===== src/nms_pkg.sv =====
// shared types, register map and constants for the navigation mode supervisor
`timescale 1ns / 1ps
`default_nettype none

package nms_pkg;

   localparam int CSR_INDEX_W = 3;
   localparam int CSR_DATA_W  = 16;
   localparam int DIST_W      = 16;
   localparam int AZ_W        = 13;
   localparam int AZ_LIMIT_W  = 12;
   localparam int TICK_W      = 16;

   localparam logic [DIST_W-1:0] NO_READING = {DIST_W{1'b1}};
   localparam logic [TICK_W-1:0] TICK_MAX   = {TICK_W{1'b1}};

   // register map
   typedef enum logic [CSR_INDEX_W-1:0] {
      CSR_FRONT_BLOCK   = 3'd0,
      CSR_FRONT_RELEASE = 3'd1,
      CSR_SIDE_BLOCK    = 3'd2,
      CSR_ESTOP         = 3'd3,
      CSR_REJOIN_TOL    = 3'd4,
      CSR_AZ_LIMIT      = 3'd5,
      CSR_POSE_TIMEOUT  = 3'd6,
      CSR_RELEASE_HOLD  = 3'd7
   } csr_index_type;

   localparam logic [DIST_W-1:0]     RST_FRONT_BLOCK   = 16'd700;
   localparam logic [DIST_W-1:0]     RST_FRONT_RELEASE = 16'd850;
   localparam logic [DIST_W-1:0]     RST_SIDE_BLOCK    = 16'd500;
   localparam logic [DIST_W-1:0]     RST_ESTOP         = 16'd300;
   localparam logic [DIST_W-1:0]     RST_REJOIN_TOL    = 16'd300;
   localparam logic [AZ_LIMIT_W-1:0] RST_AZ_LIMIT      = 12'd524;
   localparam logic [TICK_W-1:0]     RST_POSE_TIMEOUT  = 16'd25;
   localparam logic [TICK_W-1:0]     RST_RELEASE_HOLD  = 16'd25;

   // local path events
   typedef enum logic [1:0] {
      LP_NONE      = 2'd0,
      LP_NEW_PATH  = 2'd1,
      LP_NEW_EMPTY = 2'd2,
      LP_RESERVED  = 2'd3
   } lp_event_type;

   typedef enum logic [3:0] {
      MODE_WAIT      = 4'd0,
      MODE_TRACK     = 4'd1,
      MODE_PLAN      = 4'd2,
      MODE_FOLLOW    = 4'd3,
      MODE_REJOIN    = 4'd4,
      MODE_OBST_STOP = 4'd5,
      MODE_GOAL      = 4'd6,
      MODE_ESTOP     = 4'd7,
      MODE_LOST      = 4'd8
   } nav_mode_type;

   typedef struct packed {
      logic [DIST_W-1:0]     front_block_mm;
      logic [DIST_W-1:0]     front_release_mm;
      logic [DIST_W-1:0]     side_block_mm;
      logic [DIST_W-1:0]     estop_mm;
      logic [DIST_W-1:0]     rejoin_tol_mm;
      logic [AZ_LIMIT_W-1:0] azimuth_limit_mrad;
      logic [TICK_W-1:0]     pose_timeout_ticks;
      logic [TICK_W-1:0]     release_hold_ticks;
   } cfg_type;

   typedef struct packed {
      logic                   pose_arrived;
      logic                   path_ok;
      logic                   at_goal;
      logic signed [AZ_W-1:0] front_azimuth_mrad;
      logic [DIST_W-1:0]      front_dist_mm;
      logic [DIST_W-1:0]      left_dist_mm;
      logic [DIST_W-1:0]      right_dist_mm;
      logic                   free_space_ok;
      logic [1:0]             local_path_event;
      logic [DIST_W-1:0]      dist_to_path_mm;
   } req_beat_type;

   typedef struct packed {
      nav_mode_type nav_mode;
      logic         front_obstructed;
      logic         left_obstructed;
      logic         right_obstructed;
      logic         want_local_path;
      logic         want_rejoin;
      logic         want_stop;
   } rsp_beat_type;

endpackage

`default_nettype wire


===== src/nms_channels.sv =====
// valid/ready channel interfaces for request, response and register writes
`timescale 1ns / 1ps
`default_nettype none

interface nms_req_if;
   import nms_pkg::*;
   logic                   valid;
   logic                   ready;
   logic                   pose_arrived;
   logic                   path_ok;
   logic                   at_goal;
   logic signed [AZ_W-1:0] front_azimuth_mrad;
   logic [DIST_W-1:0]      front_dist_mm;
   logic [DIST_W-1:0]      left_dist_mm;
   logic [DIST_W-1:0]      right_dist_mm;
   logic                   free_space_ok;
   logic [1:0]             local_path_event;
   logic [DIST_W-1:0]      dist_to_path_mm;

   modport source (
      output valid, pose_arrived, path_ok, at_goal, front_azimuth_mrad,
             front_dist_mm, left_dist_mm, right_dist_mm, free_space_ok,
             local_path_event, dist_to_path_mm,
      input  ready
   );
   modport sink (
      input  valid, pose_arrived, path_ok, at_goal, front_azimuth_mrad,
             front_dist_mm, left_dist_mm, right_dist_mm, free_space_ok,
             local_path_event, dist_to_path_mm,
      output ready
   );
endinterface

interface nms_rsp_if;
   import nms_pkg::*;
   logic       valid;
   logic       ready;
   logic [3:0] nav_mode;
   logic       front_obstructed;
   logic       left_obstructed;
   logic       right_obstructed;
   logic       want_local_path;
   logic       want_rejoin;
   logic       want_stop;

   modport source (
      output valid, nav_mode, front_obstructed, left_obstructed, right_obstructed,
             want_local_path, want_rejoin, want_stop,
      input  ready
   );
   modport sink (
      input  valid, nav_mode, front_obstructed, left_obstructed, right_obstructed,
             want_local_path, want_rejoin, want_stop,
      output ready
   );
endinterface

interface nms_csr_if;
   import nms_pkg::*;
   logic                   valid;
   logic                   ready;
   logic [CSR_INDEX_W-1:0] index;
   logic [CSR_DATA_W-1:0]  data;

   modport source (output valid, index, data, input ready);
   modport sink (input valid, index, data, output ready);
endinterface

`default_nettype wire


===== src/nms_csr_regs.sv =====
// configuration register file with reset defaults
`timescale 1ns / 1ps
`default_nettype none

module nms_csr_regs (
   input  wire logic     clock,
   input  wire logic     reset,
   nms_csr_if.sink       csr_ch,
   output nms_pkg::cfg_type cfg
);
   import nms_pkg::*;

   cfg_type cfg_ff;
   cfg_type cfg_in;

   assign csr_ch.ready = 1'b1;
   assign cfg          = cfg_ff;

   always_comb begin
      cfg_in = cfg_ff;
      if (csr_ch.valid) begin
         unique case (csr_index_type'(csr_ch.index))
            CSR_FRONT_BLOCK:   cfg_in.front_block_mm     = csr_ch.data;
            CSR_FRONT_RELEASE: cfg_in.front_release_mm   = csr_ch.data;
            CSR_SIDE_BLOCK:    cfg_in.side_block_mm      = csr_ch.data;
            CSR_ESTOP:         cfg_in.estop_mm           = csr_ch.data;
            CSR_REJOIN_TOL:    cfg_in.rejoin_tol_mm      = csr_ch.data;
            CSR_AZ_LIMIT:      cfg_in.azimuth_limit_mrad = csr_ch.data[AZ_LIMIT_W-1:0];
            CSR_POSE_TIMEOUT:  cfg_in.pose_timeout_ticks = csr_ch.data;
            CSR_RELEASE_HOLD:  cfg_in.release_hold_ticks = csr_ch.data;
         endcase
      end
   end

   always_ff @(posedge clock) begin
      if (reset) begin
         cfg_ff.front_block_mm     <= RST_FRONT_BLOCK;
         cfg_ff.front_release_mm   <= RST_FRONT_RELEASE;
         cfg_ff.side_block_mm      <= RST_SIDE_BLOCK;
         cfg_ff.estop_mm           <= RST_ESTOP;
         cfg_ff.rejoin_tol_mm      <= RST_REJOIN_TOL;
         cfg_ff.azimuth_limit_mrad <= RST_AZ_LIMIT;
         cfg_ff.pose_timeout_ticks <= RST_POSE_TIMEOUT;
         cfg_ff.release_hold_ticks <= RST_RELEASE_HOLD;
      end else begin
         cfg_ff <= cfg_in;
      end
   end

endmodule

`default_nettype wire


===== src/nms_core.sv =====
// mode decision, front hysteresis and per-tick state
`timescale 1ns / 1ps
`default_nettype none

module nms_core (
   input  wire logic                  clock,
   input  wire logic                  reset,
   input  wire logic                  step,
   input  wire nms_pkg::req_beat_type req_beat,
   input  wire nms_pkg::cfg_type      cfg,
   output nms_pkg::rsp_beat_type      rsp_beat
);
   import nms_pkg::*;

   logic [TICK_W-1:0] pose_idle_ff, pose_idle_in;
   logic              blocked_ff, blocked_in;
   logic              release_active_ff, release_active_in;
   logic [TICK_W-1:0] release_count_ff, release_count_in;
   nav_mode_type      prev_mode_ff, prev_mode_in;
   logic              path_held_ff, path_held_in;

   logic              lost;
   logic              held_evt;
   logic [AZ_W-1:0]   az_bits;
   logic [AZ_W-1:0]   az_mag;
   logic              in_sector;
   logic              have_clear;
   logic              estop;
   logic              run_hyst;
   logic              clear_tick;
   logic [TICK_W-1:0] count_eff;
   logic              h_blocked;
   logic              h_active;
   logic [TICK_W-1:0] h_count;
   logic              h_held;
   nav_mode_type      mode;

   always_comb begin
      // pose age, saturating
      if (req_beat.pose_arrived) begin
         pose_idle_in = '0;
      end else if (pose_idle_ff == TICK_MAX) begin
         pose_idle_in = pose_idle_ff;
      end else begin
         pose_idle_in = pose_idle_ff + TICK_W'(1);
      end
      lost = pose_idle_in > cfg.pose_timeout_ticks;

      unique case (lp_event_type'(req_beat.local_path_event))
         LP_NEW_PATH:  held_evt = 1'b1;
         LP_NEW_EMPTY: held_evt = 1'b0;
         LP_NONE,
         LP_RESERVED:  held_evt = path_held_ff;
      endcase

      // front sector test on the bearing magnitude
      az_bits    = req_beat.front_azimuth_mrad;
      az_mag     = az_bits[AZ_W-1] ? (~az_bits + AZ_W'(1)) : az_bits;
      in_sector  = az_mag <= {1'b0, cfg.azimuth_limit_mrad};
      have_clear = (req_beat.front_dist_mm != NO_READING) && in_sector;
      estop      = have_clear && (req_beat.front_dist_mm < cfg.estop_mm);

      run_hyst = !lost && req_beat.path_ok && !estop && !req_beat.at_goal;

      // front hysteresis with release hold
      h_blocked  = blocked_ff;
      h_active   = release_active_ff;
      h_count    = release_count_ff;
      h_held     = held_evt;
      clear_tick = !have_clear || (req_beat.front_dist_mm > cfg.front_release_mm);
      count_eff  = release_active_ff ? release_count_ff : '0;
      if (!blocked_ff) begin
         if (have_clear && (req_beat.front_dist_mm < cfg.front_block_mm)) begin
            h_blocked = 1'b1;
            h_active  = 1'b0;
         end
      end else if (clear_tick) begin
         h_active = 1'b1;
         h_count  = count_eff;
         if (count_eff >= cfg.release_hold_ticks) begin
            h_blocked = 1'b0;
            h_active  = 1'b0;
            h_held    = 1'b0;
         end else if (count_eff != TICK_MAX) begin
            h_count = count_eff + TICK_W'(1);
         end
      end else begin
         h_active = 1'b0;
      end

      if (run_hyst) begin
         blocked_in        = h_blocked;
         release_active_in = h_active;
         release_count_in  = h_count;
         path_held_in      = h_held;
      end else begin
         blocked_in        = blocked_ff;
         release_active_in = release_active_ff;
         release_count_in  = release_count_ff;
         path_held_in      = held_evt;
      end

      priority if (lost) begin
         mode = MODE_LOST;
      end else if (!req_beat.path_ok) begin
         mode = MODE_WAIT;
      end else if (estop) begin
         mode = MODE_ESTOP;
      end else if (req_beat.at_goal) begin
         mode = MODE_GOAL;
      end else if (h_blocked) begin
         if (!req_beat.free_space_ok) begin
            mode = MODE_OBST_STOP;
         end else begin
            mode = h_held ? MODE_FOLLOW : MODE_PLAN;
         end
      end else if (((prev_mode_ff == MODE_PLAN) || (prev_mode_ff == MODE_FOLLOW)) &&
                   (req_beat.dist_to_path_mm < cfg.rejoin_tol_mm)) begin
         mode = MODE_REJOIN;
      end else begin
         mode = MODE_TRACK;
      end
      prev_mode_in = mode;

      rsp_beat.nav_mode         = mode;
      rsp_beat.front_obstructed = blocked_in;
      rsp_beat.left_obstructed  = (req_beat.left_dist_mm != NO_READING) &&
                                  (req_beat.left_dist_mm < cfg.side_block_mm);
      rsp_beat.right_obstructed = (req_beat.right_dist_mm != NO_READING) &&
                                  (req_beat.right_dist_mm < cfg.side_block_mm);
      rsp_beat.want_local_path  = (mode == MODE_PLAN) || (mode == MODE_FOLLOW);
      rsp_beat.want_rejoin      = mode == MODE_REJOIN;
      rsp_beat.want_stop        = (mode == MODE_OBST_STOP) || (mode == MODE_GOAL) ||
                                  (mode == MODE_ESTOP) || (mode == MODE_LOST);
   end

   always_ff @(posedge clock) begin
      if (reset) begin
         pose_idle_ff      <= '0;
         blocked_ff        <= 1'b0;
         release_active_ff <= 1'b0;
         release_count_ff  <= '0;
         prev_mode_ff      <= MODE_WAIT;
         path_held_ff      <= 1'b0;
      end else if (step) begin
         pose_idle_ff      <= pose_idle_in;
         blocked_ff        <= blocked_in;
         release_active_ff <= release_active_in;
         release_count_ff  <= release_count_in;
         prev_mode_ff      <= prev_mode_in;
         path_held_ff      <= path_held_in;
      end
   end

   // release hold only runs while the front is flagged blocked
   assert property (@(posedge clock) disable iff (reset)
      release_active_ff |-> blocked_ff)
      else $error("release hold active without blocked flag");

   // a fresh pose can never leave localization lost
   assert property (@(posedge clock) disable iff (reset)
      step && req_beat.pose_arrived |-> mode != MODE_LOST)
      else $error("lost reported on a tick with a fresh pose");

   // rejoin only follows a local path mode
   assert property (@(posedge clock) disable iff (reset)
      step && (mode == MODE_REJOIN) |=> $past(prev_mode_ff) == MODE_PLAN ||
                                        $past(prev_mode_ff) == MODE_FOLLOW)
      else $error("rejoin without a preceding local path mode");

   // blocked handling modes leave the blocked flag set
   assert property (@(posedge clock) disable iff (reset)
      step && ((mode == MODE_OBST_STOP) || (mode == MODE_PLAN) || (mode == MODE_FOLLOW))
      |=> blocked_ff)
      else $error("blocked handling mode with front flag clear");

endmodule

`default_nettype wire


===== src/navigation_mode_supervisor.sv =====
// top level: request register, mode decision and response register
// an accepted beat goes to the request register, its result to the response register
// throughput: one beat per cycle unless the response stalls and is held in its register
// the request register refills while the response register drains in the same cycle
// reset clears all tick state, loads the default thresholds and empties both registers
`timescale 1ns / 1ps
`default_nettype none

module navigation_mode_supervisor (
   input  wire logic clock,
   input  wire logic reset,
   nms_req_if.sink   req_ch,
   nms_rsp_if.source rsp_ch,
   nms_csr_if.sink   csr_ch
);
   import nms_pkg::*;

   cfg_type      cfg;
   req_beat_type req_beat;
   req_beat_type in_beat_ff, in_beat_in;
   logic         in_valid_ff, in_valid_in;
   rsp_beat_type core_beat;
   rsp_beat_type out_beat_ff, out_beat_in;
   logic         out_valid_ff, out_valid_in;
   logic         advance;
   logic         req_take;

   nms_csr_regs u_csr (
      .clock  (clock),
      .reset  (reset),
      .csr_ch (csr_ch),
      .cfg    (cfg)
   );

   nms_core u_core (
      .clock    (clock),
      .reset    (reset),
      .step     (advance),
      .req_beat (in_beat_ff),
      .cfg      (cfg),
      .rsp_beat (core_beat)
   );

   always_comb begin
      req_beat.pose_arrived       = req_ch.pose_arrived;
      req_beat.path_ok            = req_ch.path_ok;
      req_beat.at_goal            = req_ch.at_goal;
      req_beat.front_azimuth_mrad = req_ch.front_azimuth_mrad;
      req_beat.front_dist_mm      = req_ch.front_dist_mm;
      req_beat.left_dist_mm       = req_ch.left_dist_mm;
      req_beat.right_dist_mm      = req_ch.right_dist_mm;
      req_beat.free_space_ok      = req_ch.free_space_ok;
      req_beat.local_path_event   = req_ch.local_path_event;
      req_beat.dist_to_path_mm    = req_ch.dist_to_path_mm;
   end

   assign advance      = in_valid_ff && (!out_valid_ff || rsp_ch.ready);
   assign req_ch.ready = !in_valid_ff || advance;
   assign req_take     = req_ch.valid && req_ch.ready;

   always_comb begin
      in_beat_in  = req_take ? req_beat : in_beat_ff;
      in_valid_in = req_take || (in_valid_ff && !advance);
      out_beat_in = advance ? core_beat : out_beat_ff;
      out_valid_in = advance || (out_valid_ff && !rsp_ch.ready);
   end

   always_ff @(posedge clock) begin
      if (reset) begin
         in_valid_ff  <= 1'b0;
         out_valid_ff <= 1'b0;
      end else begin
         in_valid_ff  <= in_valid_in;
         out_valid_ff <= out_valid_in;
      end
      in_beat_ff  <= in_beat_in;
      out_beat_ff <= out_beat_in;
   end

   assign rsp_ch.valid            = out_valid_ff;
   assign rsp_ch.nav_mode         = out_beat_ff.nav_mode;
   assign rsp_ch.front_obstructed = out_beat_ff.front_obstructed;
   assign rsp_ch.left_obstructed  = out_beat_ff.left_obstructed;
   assign rsp_ch.right_obstructed = out_beat_ff.right_obstructed;
   assign rsp_ch.want_local_path  = out_beat_ff.want_local_path;
   assign rsp_ch.want_rejoin      = out_beat_ff.want_rejoin;
   assign rsp_ch.want_stop        = out_beat_ff.want_stop;

endmodule

`default_nettype wire

===== src/flat_wrapper.sv =====
// flat-port wrapper written by rule: the top's interface ports become plain ports
module navigation_mode_supervisor_flat import nms_pkg::*;
  (clock, reset, req_ch_valid, req_ch_pose_arrived, req_ch_path_ok, req_ch_at_goal, req_ch_front_azimuth_mrad, req_ch_front_dist_mm, req_ch_left_dist_mm, req_ch_right_dist_mm, req_ch_free_space_ok, req_ch_local_path_event, req_ch_dist_to_path_mm, req_ch_ready, rsp_ch_valid, rsp_ch_nav_mode, rsp_ch_front_obstructed, rsp_ch_left_obstructed, rsp_ch_right_obstructed, rsp_ch_want_local_path, rsp_ch_want_rejoin, rsp_ch_want_stop, rsp_ch_ready, csr_ch_valid, csr_ch_index, csr_ch_data, csr_ch_ready);
  nms_req_if req_ch_i ();
  nms_rsp_if rsp_ch_i ();
  nms_csr_if csr_ch_i ();
  input  wire logic clock;
  input  wire logic reset;
  input wire logic [$bits(req_ch_i.valid)-1:0] req_ch_valid;
  input wire logic [$bits(req_ch_i.pose_arrived)-1:0] req_ch_pose_arrived;
  input wire logic [$bits(req_ch_i.path_ok)-1:0] req_ch_path_ok;
  input wire logic [$bits(req_ch_i.at_goal)-1:0] req_ch_at_goal;
  input wire logic [$bits(req_ch_i.front_azimuth_mrad)-1:0] req_ch_front_azimuth_mrad;
  input wire logic [$bits(req_ch_i.front_dist_mm)-1:0] req_ch_front_dist_mm;
  input wire logic [$bits(req_ch_i.left_dist_mm)-1:0] req_ch_left_dist_mm;
  input wire logic [$bits(req_ch_i.right_dist_mm)-1:0] req_ch_right_dist_mm;
  input wire logic [$bits(req_ch_i.free_space_ok)-1:0] req_ch_free_space_ok;
  input wire logic [$bits(req_ch_i.local_path_event)-1:0] req_ch_local_path_event;
  input wire logic [$bits(req_ch_i.dist_to_path_mm)-1:0] req_ch_dist_to_path_mm;
  output wire logic [$bits(req_ch_i.ready)-1:0] req_ch_ready;
  output wire logic [$bits(rsp_ch_i.valid)-1:0] rsp_ch_valid;
  output wire logic [$bits(rsp_ch_i.nav_mode)-1:0] rsp_ch_nav_mode;
  output wire logic [$bits(rsp_ch_i.front_obstructed)-1:0] rsp_ch_front_obstructed;
  output wire logic [$bits(rsp_ch_i.left_obstructed)-1:0] rsp_ch_left_obstructed;
  output wire logic [$bits(rsp_ch_i.right_obstructed)-1:0] rsp_ch_right_obstructed;
  output wire logic [$bits(rsp_ch_i.want_local_path)-1:0] rsp_ch_want_local_path;
  output wire logic [$bits(rsp_ch_i.want_rejoin)-1:0] rsp_ch_want_rejoin;
  output wire logic [$bits(rsp_ch_i.want_stop)-1:0] rsp_ch_want_stop;
  input wire logic [$bits(rsp_ch_i.ready)-1:0] rsp_ch_ready;
  input wire logic [$bits(csr_ch_i.valid)-1:0] csr_ch_valid;
  input wire logic [$bits(csr_ch_i.index)-1:0] csr_ch_index;
  input wire logic [$bits(csr_ch_i.data)-1:0] csr_ch_data;
  output wire logic [$bits(csr_ch_i.ready)-1:0] csr_ch_ready;
  assign req_ch_i.valid = req_ch_valid;
  assign req_ch_i.pose_arrived = req_ch_pose_arrived;
  assign req_ch_i.path_ok = req_ch_path_ok;
  assign req_ch_i.at_goal = req_ch_at_goal;
  assign req_ch_i.front_azimuth_mrad = req_ch_front_azimuth_mrad;
  assign req_ch_i.front_dist_mm = req_ch_front_dist_mm;
  assign req_ch_i.left_dist_mm = req_ch_left_dist_mm;
  assign req_ch_i.right_dist_mm = req_ch_right_dist_mm;
  assign req_ch_i.free_space_ok = req_ch_free_space_ok;
  assign req_ch_i.local_path_event = req_ch_local_path_event;
  assign req_ch_i.dist_to_path_mm = req_ch_dist_to_path_mm;
  assign req_ch_ready = req_ch_i.ready;
  assign rsp_ch_valid = rsp_ch_i.valid;
  assign rsp_ch_nav_mode = rsp_ch_i.nav_mode;
  assign rsp_ch_front_obstructed = rsp_ch_i.front_obstructed;
  assign rsp_ch_left_obstructed = rsp_ch_i.left_obstructed;
  assign rsp_ch_right_obstructed = rsp_ch_i.right_obstructed;
  assign rsp_ch_want_local_path = rsp_ch_i.want_local_path;
  assign rsp_ch_want_rejoin = rsp_ch_i.want_rejoin;
  assign rsp_ch_want_stop = rsp_ch_i.want_stop;
  assign rsp_ch_i.ready = rsp_ch_ready;
  assign csr_ch_i.valid = csr_ch_valid;
  assign csr_ch_i.index = csr_ch_index;
  assign csr_ch_i.data = csr_ch_data;
  assign csr_ch_ready = csr_ch_i.ready;
  navigation_mode_supervisor u_core (.clock(clock), .reset(reset), .req_ch(req_ch_i), .rsp_ch(rsp_ch_i), .csr_ch(csr_ch_i));
endmodule

===== config.mk =====
export PLATFORM = sky130hd
export DESIGN_NAME = navigation_mode_supervisor_flat
export DESIGN_NICKNAME = d
export VERILOG_FILES = /design/src/nms_pkg.sv /design/src/nms_channels.sv /design/src/nms_csr_regs.sv /design/src/nms_core.sv /design/src/navigation_mode_supervisor.sv /design/src/flat_wrapper.sv
export SDC_FILE = /design/constraint.sdc
export NUM_CORES = 1
export LEC_CHECK = 0
export BUFFER_PORTS_ARGS = -buffer_cell sky130_fd_sc_hd__clkbuf_2
export CAP_MARGIN = 5
export CORE_AREA = 2 2 162 164
export CTS_CLUSTER_SIZE = 40
export DETAILED_ROUTE_END_ITERATION = 6
export DIE_AREA = 0 0 164 166
export GPL_ROUTABILITY_DRIVEN = 0
export PLACE_DENSITY = 0.77
export SLEW_MARGIN = 5
export SYNTH_ARGS = -nofsm -noshare
export SYNTH_HDL_FRONTEND = slang
export SYNTH_HIERARCHICAL = 1
export SYNTH_SLANG_ARGS = --single-unit

===== constraint.sdc =====
create_clock -name clock -period 3.75 [get_ports clock]
set_input_delay 0.1875 -clock clock [delete_from_list [all_inputs] [get_ports clock]]
set_output_delay 0.1875 -clock clock [all_outputs]
set_load 0.02 [all_outputs]

==> results of run 1 <==
## metrics by stage
| stage | TNS (ps) | area, µm² | util [%] |
|---|---|---|---|
| 2_1_floorplan | -1170 | 13900 | - |
| 3_3_place_gp | -412 | 15100 | 58.9 |
| 3_5_place_dp | -3130 | 15100 | 58.9 |
| 4_1_cts | -1870 | 17100 | 66.7 |
| 5_1_grt | -12610 | 17200 | 67.1 |
| 6_report | -7670 | 17200 | 67.1 |
## layout by cell type (no fill, tap or decap), drive strengths merged, types with 12 or more instances in the layout
| master | n |
|---|---|
| edfxtp | 93 |
| nand2b | 126 |
| dlygate4sd3 | 91 |
| nand3 | 20 |
| nor3 | 13 |
| mux2i | 143 |
| nand4 | 34 |
| ha | 139 |
| xnor2 | 12 |
| a21oi | 62 |
| inv | 135 |
| nor2 | 110 |
| clkbuf | 151 |
| and2 | 18 |
| or3 | 13 |
| dfxtp | 164 |
| a21o | 24 |
| o21ai | 34 |
| buf | 66 |
| nand2 | 41 |
## worst register-to-register path, cell delays in order, from the launching register on
cell	delay, ps
edfxtp_1	380
or4_4	550
or3_4	400
nand2_1	90
xnor2_1	70
ha_1	290
nand4_1	100
or3_1	420
mux2i_2	260
a21oi_4	110
o41ai_4	480
o22a_2	250
a211oi_4	50
o31ai_2	270
a211oi_2	100
## routing by layer
metal	wire, µm	up-vias	share of wire (%)	GRT usage (%)
li1	-	5299	-	-
met1	14500	5243	41	31.9
met2	17700	294	50	45.4
met3	1720	82	4.9	3.67
met4	1280	0	3.6	9.31
met5	0	-	0	0
## cells in the mapped netlist (5+ instances only)
master,count,area (µm²)
nand2b_1,126,788
xnor2_1,12,105
a211oi_1,10,75.1
nor3_1,13,65.1
clkbuf_1,34,128
dfxtp_1,164,3280
nand4_1,34,213
or3_1,12,75.1
and4_1,9,78.8
nand3_1,20,100
a21oi_1,61,305
a21o_1,24,180
nor2_1,110,413
o31ai_1,7,52.6
buf_2,14,70.1
nand2_1,39,146
edfxtp_1,93,2790
and2_1,16,100
o211ai_1,6,45.0
o21ai_0,33,165
xor2_1,10,87.6
ha_1,139,1740
inv_1,134,503
mux2i_1,143,1430
or4_1,5,37.5
nor2b_1,8,50.1
## cells by family after synthesis
| family | synth area share (%) |
|---|---|
| and+or+nand+nor | 17.2 |
| DFF | 43.9 |
| buffers and inverters | 5.67 |
| AOI/OAI and AO/OA | 8.82 |
| muxes | 10.5 |
| adders and majority gates | 12.6 |
| xor gates and xnor gates | 1.39 |
| other | 0.0271 |
## layout make-up
class	count	area share, %
clock buffers	33	4.18
well taps	335	2.44
clock inverters	17	0.924
repair buffers	275	11.9
multi-input cells	919	42.3
inverters	134	2.92
flip-flops and latches	257	35.4
## flip-flops by register name, indices dropped and copies added (netlist names), 3 cells and up
| name | flops |
|---|---|
| u_core/in_beat_ff | 83 |
| u_core/rsp_ch.nav_mode | 4 |
| u_core/u_core/pose_idle_ff | 16 |
| u_core/u_core/prev_mode_ff | 3 |
| u_core/u_core/release_count_ff | 16 |
| u_core/u_csr/cfg | 124 |
## final timing paths
path                    startpoint                   endpoint  slack, ps  cells past startpoint
min                 csr_ch_data[9]       u_core/u_csr/cfg[41]         50                      3
min reg2reg   u_core/u_csr/cfg[75]       u_core/u_csr/cfg[75]        480                      2
max          u_core/in_beat_ff[71]  u_core/rsp_ch.want_rejoin       -360                     14
max reg2reg  u_core/in_beat_ff[71]  u_core/rsp_ch.want_rejoin       -360                     14
## power by group
| part | switching, mW | internal [mW] |
|---|---|---|
| clock | 1.11 | 1.56 |
| sequential | 0.0648 | 2.99 |
| combinational | 0.391 | 0.358 |
| total | 1.57 | 4.91 |
## timing repair
item | CTS | global route
cloned | 1 | 0
buffers inserted | 9 | 5
endpoints found under the hold margin | 94 | 0
setup endpoints to repair | 28 | 28
pin swaps | 12 | 16
hold buffers | 91 | 0
gates resized for setup | 30 | 23
==> impl_results.md, run 1 <==
- Status: finished, violations left
- Failing checks: setup timing
- VDD IR-drop max: 0.000384 V
- Pwr Density: about 380 nW/µm²
- Post-synth EDFFs: between 90 and 100
- Slowest CP cell: or4_4
- Crit path buf inv count: 0
- RSZ-0062 raised after global routing: yes
- Worst Max-Slew Pin Slew: 1190 ps
- Synth Register Bits: between 200 and 300
- DP Wirelength: 23.1 mm
- Period utilisation layout: 109%
- Nets: 1860
- Total Power: 6.48 mW
- P_leak: approximately 7.7 nW
- Overall Global Routing Usage: between 20% and 30%
- Yosys Warn Count: 6
- CTS root buf: clkbuf_16
- Min cycle time layout: about 4000 ps
- Cell variety after synth: 75
- Critical path launch point type: flip-flop
- Post-synthesis net count: ~1600
- Routed wire length: about 35 mm
- FF+latch area: between 6000 and 7000 µm²
- Core area: 25600 µm²
- CP Class: flip-flop to flip-flop
- Ports: 120
- Num rows: slightly below 60
- Clock Skews: 15.6 ps
- Die X: about 160 µm
- Largest net degree at the start of global routing: 96
- Min-delay worst type: input port to flip-flop
- Detailed Route Iter0 Violations: 603
- Final WS setup: -356 ps
- Vias in the first global route: ~11000
- Largest fanout on the critical path: 4
- TritonCTS Buffers: 27
- Die area: approximately 27000 µm²
- CP max stage delay: about 550 ps
- Fill cells: 1889
- Initial Utilization: approximately 54%
- Syn_area_per_cell: between 10 and 15 µm²
- Die H: around 170 µm
- Clock Tree Buf Depth: 3
- Number of buffers added on ports: roughly 120
- WP data arrival: between 4000 and 5000 ps
- Final Instance Count excl. Fillers: a little under 2000
- Final hold slack: ~47 ps
- Top_reg_cell synth: dfxtp_1
- DR vias/cell: around 5.5
- First-pass GRT wire length: 55.6 mm
- Worst skew pair latency: around 540 ps
- Multi-input logic area: 7280 µm²
- Cell Chain, Critical Path: or4_4, or3_4, nand2_1, xnor2_1, ha_1, nand4_1, or3_1, mux2i_2, a21oi_4, o41ai_4, o22a_2, a211oi_4, o31ai_2, a211oi_2
- Avg WL per Cell: roughly 18 µm
- Asr flop ratio synth: 0%
- Max-slew violation count: 0
- Cell family with most CP delay: simple AND/OR/NAND/NOR gates
- Gr ovfl total: 0
- Slew margin rel.: between 20% and 30%
- Ant. Diodes: 0
- Placed cells: between 1500 and 2000
- DRC Markers: 0
- Critical Path RT: ~4000 ps
- Clk sinks: roughly 260
- Clock transition at path regs: ~60 ps
- H-tree depth: 1
- Place WS: -279 ps
- Final hold vios: 0
- Routed vias: 10900
- Area growth, synth to finish: 24.2%
- ANT nets after route: 0
- Max_cap viols: 0
- TritonCTS clock tree: built
- Fmax: approximately 240 MHz
- Mapped Area: 13800 µm²
- Fraction of layout cells with a size suffix above 1: 17.3%
- Setup crit end kind: flip-flop
- Seq/Total Area, Yosys: between 40% and 50%
- Initial antenna violation count: 0
- Count of mapped cells out of synthesis: about 1400
- Count of final setup violators: 28
- Pre-Repair DR Iteration Count: 5
No activity file was read; power rests on OpenSTA's default activity.
==> inputs of run 2 (changes only) <==
CORE_AREA = 2 2 161 163   (was 2 2 162 164)
CTS_BUF_LIST = sky130_fd_sc_hd__clkbuf_8   (was not set)
DIE_AREA = 0 0 163 165   (was 0 0 164 166)
PLACE_DENSITY = 0.78   (was 0.77)
==> run 2 against run 1 <==
  * Critical path type unchanged
  * Non-clock buffer count up 14
  * Worst setup slack better by 83 ps
  * Count of clock-buffer cells in the layout up 24
  * The run still ends with setup timing left
  * Largest power group unchanged
  * Largest cell class unchanged
==> impl_results.md, run 2 (synthesized netlist as in run 1, its figures left out) <==
- Status: finished, violations left
- Failing checks: setup timing
- Die X: between 150 and 200 µm
- Global routing's busiest layer: met2
- Avg WL per Cell: about 18 µm
- Max-slew violation count: 0
- CP Class: flip-flop to flip-flop
- Pwr Density: between 300 and 400 nW/µm²
- Count of final setup violators: 27
- Post-layout util: 69.5%
- Num rows: just under 60
- RSZ-0062 raised after global routing: yes
- Part of the power in registers: 46.9%
- Fill cells: 1790
- CTS root buf: clkbuf_8
- Gr ovfl total: 0
- Setup slack, reg-to-reg: -270 ps
- Setup TNS: -3560 ps
- Commonest non-fill, non-tap cells in the layout: dfxtp_1, inv_1, mux2i_1
- Final hold slack: between 70 and 80 ps
- Int Power: between 4 and 5 mW
- Clock Tree Buf Depth: 3
- Area growth, synth to finish: 25.6%
- Largest register FFs: approximately 120
- Pre-Repair DR Iteration Count: 5
- TritonCTS clock tree: built
- Worst skew pair latency: between 500 and 600 ps
- Routed wire length: 36.5 mm
- DRC Markers: 0
- H-tree depth: 2
- GR Util met1: around a third
- Setup crit end kind: flip-flop
- Period utilisation layout: 107%
- DP Wirelength: around 23 mm
- TritonCTS Buffers: 44
- Switch share: about a quarter
- Critical path launch point type: flip-flop
- Ports: between 100 and 150
- Clock transition at path regs: 60 ps
- Core area: approximately 25000 µm²
- Number of buffers added on ports: 118
- Detailed Route Iter0 Violations: between 600 and 700
- Nets: approximately 1900
- Min cycle time layout: 4020 ps
- P_leak: 7.90 nW
- Total Power: approximately 6.5 mW
- Max_cap viols: 0
- Largest fanout on the critical path: 3
- Vias in the first global route: 11400
- Clk sinks: 257
- Comb power frac: between 10 and 15%
- Initial Utilization: between 50% and 60%
- VDD IR-drop max: between 0.0003 and 0.0004 V
- Min-delay worst type: input port to flip-flop
- Met3 usage: under 10%
- Die H: approximately 170 µm
- Overall Global Routing Usage: 26.8%
- Commonest non-fill, non-tap cell in the layout: dfxtp_1
- Die area: between 20000 and 30000 µm²
- Met2 GRT Util: 46.6%
- Clk pwr share: about two fifths
- First-pass GRT wire length: about 57 mm
- ANT nets after route: 0
- Final WS setup: -273 ps
- WP data arrival: approximately 4300 ps
- DR vias/cell: ~5.6
- Worst Max-Slew Pin Slew: 1170 ps
- Clock Skews: roughly 20 ps
- Final hold vios: 0
- Critical Path RT: 4040 ps
- Fmax: between 200 and 250 MHz
- Largest net degree at the start of global routing: 67
- Slew margin rel.: between 20% and 30%
- Initial antenna violation count: 1
- Routed vias: roughly 11000
- Fraction of layout cells with a size suffix above 1: between 10% and 20%
- Place WS: -238 ps
- Switching pwr: roughly 1.7 mW
==> run 2: path summary, 6_finish.rpt <==
path,endpoint,start,depth (start not counted)
max reg2reg,u_core/rsp_ch.want_rejoin,u_core/in_beat_ff[73],16
max,u_core/rsp_ch.want_rejoin,u_core/in_beat_ff[73],16
min reg2reg,u_core/u_csr/cfg[66],u_core/u_csr/cfg[66],2
min,u_core/u_csr/cfg[84],csr_ch_data[8],3
==> run 2: worst max-delay path, cell delays in order, from the launching register on <==
cell,delay [ps]
edfxtp_1,390
or4_4,550
or3_4,390
o41ai_4,220
xnor2_1,120
ha_1,350
a21oi_2,150
nand2_2,90
nor3_4,210
a21oi_2,80
buf_6,140
buf_4,140
a211oi_4,200
o22a_1,260
a211oi_4,80
o31ai_2,270
a211oi_2,110
==> run 2: per-layer routing <==
metal | vias to the layer above | part of all wire [%]
met5 | - | 0
met4 | 0 | 4.8
met3 | 125 | 5.4
met2 | 383 | 49
met1 | 5304 | 41
li1 | 5380 | -
==> run 2: through the flow <==
step | instances | area, µm²
6_report | 2011 | 17400
5_1_grt | 2011 | 17400
4_1_cts | 2005 | 17200
3_5_place_dp | 1819 | 15100
3_3_place_gp | 1819 | 15100
2_1_floorplan | 1366 | 13900
==> run 2: final cells by class <==
cell class | count | area, µm² | share of cell area (%)
clock inverter | 25 | 180 | 1.04
multi-input combinational | 918 | 7260 | 41.7
inverter | 134 | 503 | 2.89
timing repair buffer | 289 | 2170 | 12.5
antenna | 1 | 2.50 | 0.0144
clock buffer | 57 | 785 | 4.51
sequential | 257 | 6080 | 35.0
tap | 330 | 413 | 2.37
==> run 2: power groups by stage <==
stage	registers [mW]	clock network (mW)	logic (mW)
global route	3.07	2.89	0.818
finish	3.06	2.71	0.758
detailed placement	3.12	0	0.599
floorplan	3.10	0	0.382
global placement	3.11	0	0.577
CTS	3.06	2.76	0.699
==> run 2: timing repair <==
action | in CTS | in global routing
hold buffers | 95 | 0
pin swaps | 11 | 23
endpoints found under the hold margin | 100 | 0
gates resized for setup | 28 | 27
cloned | 1 | 0
setup endpoints to repair | 21 | 28
setup buffers | 8 | 8
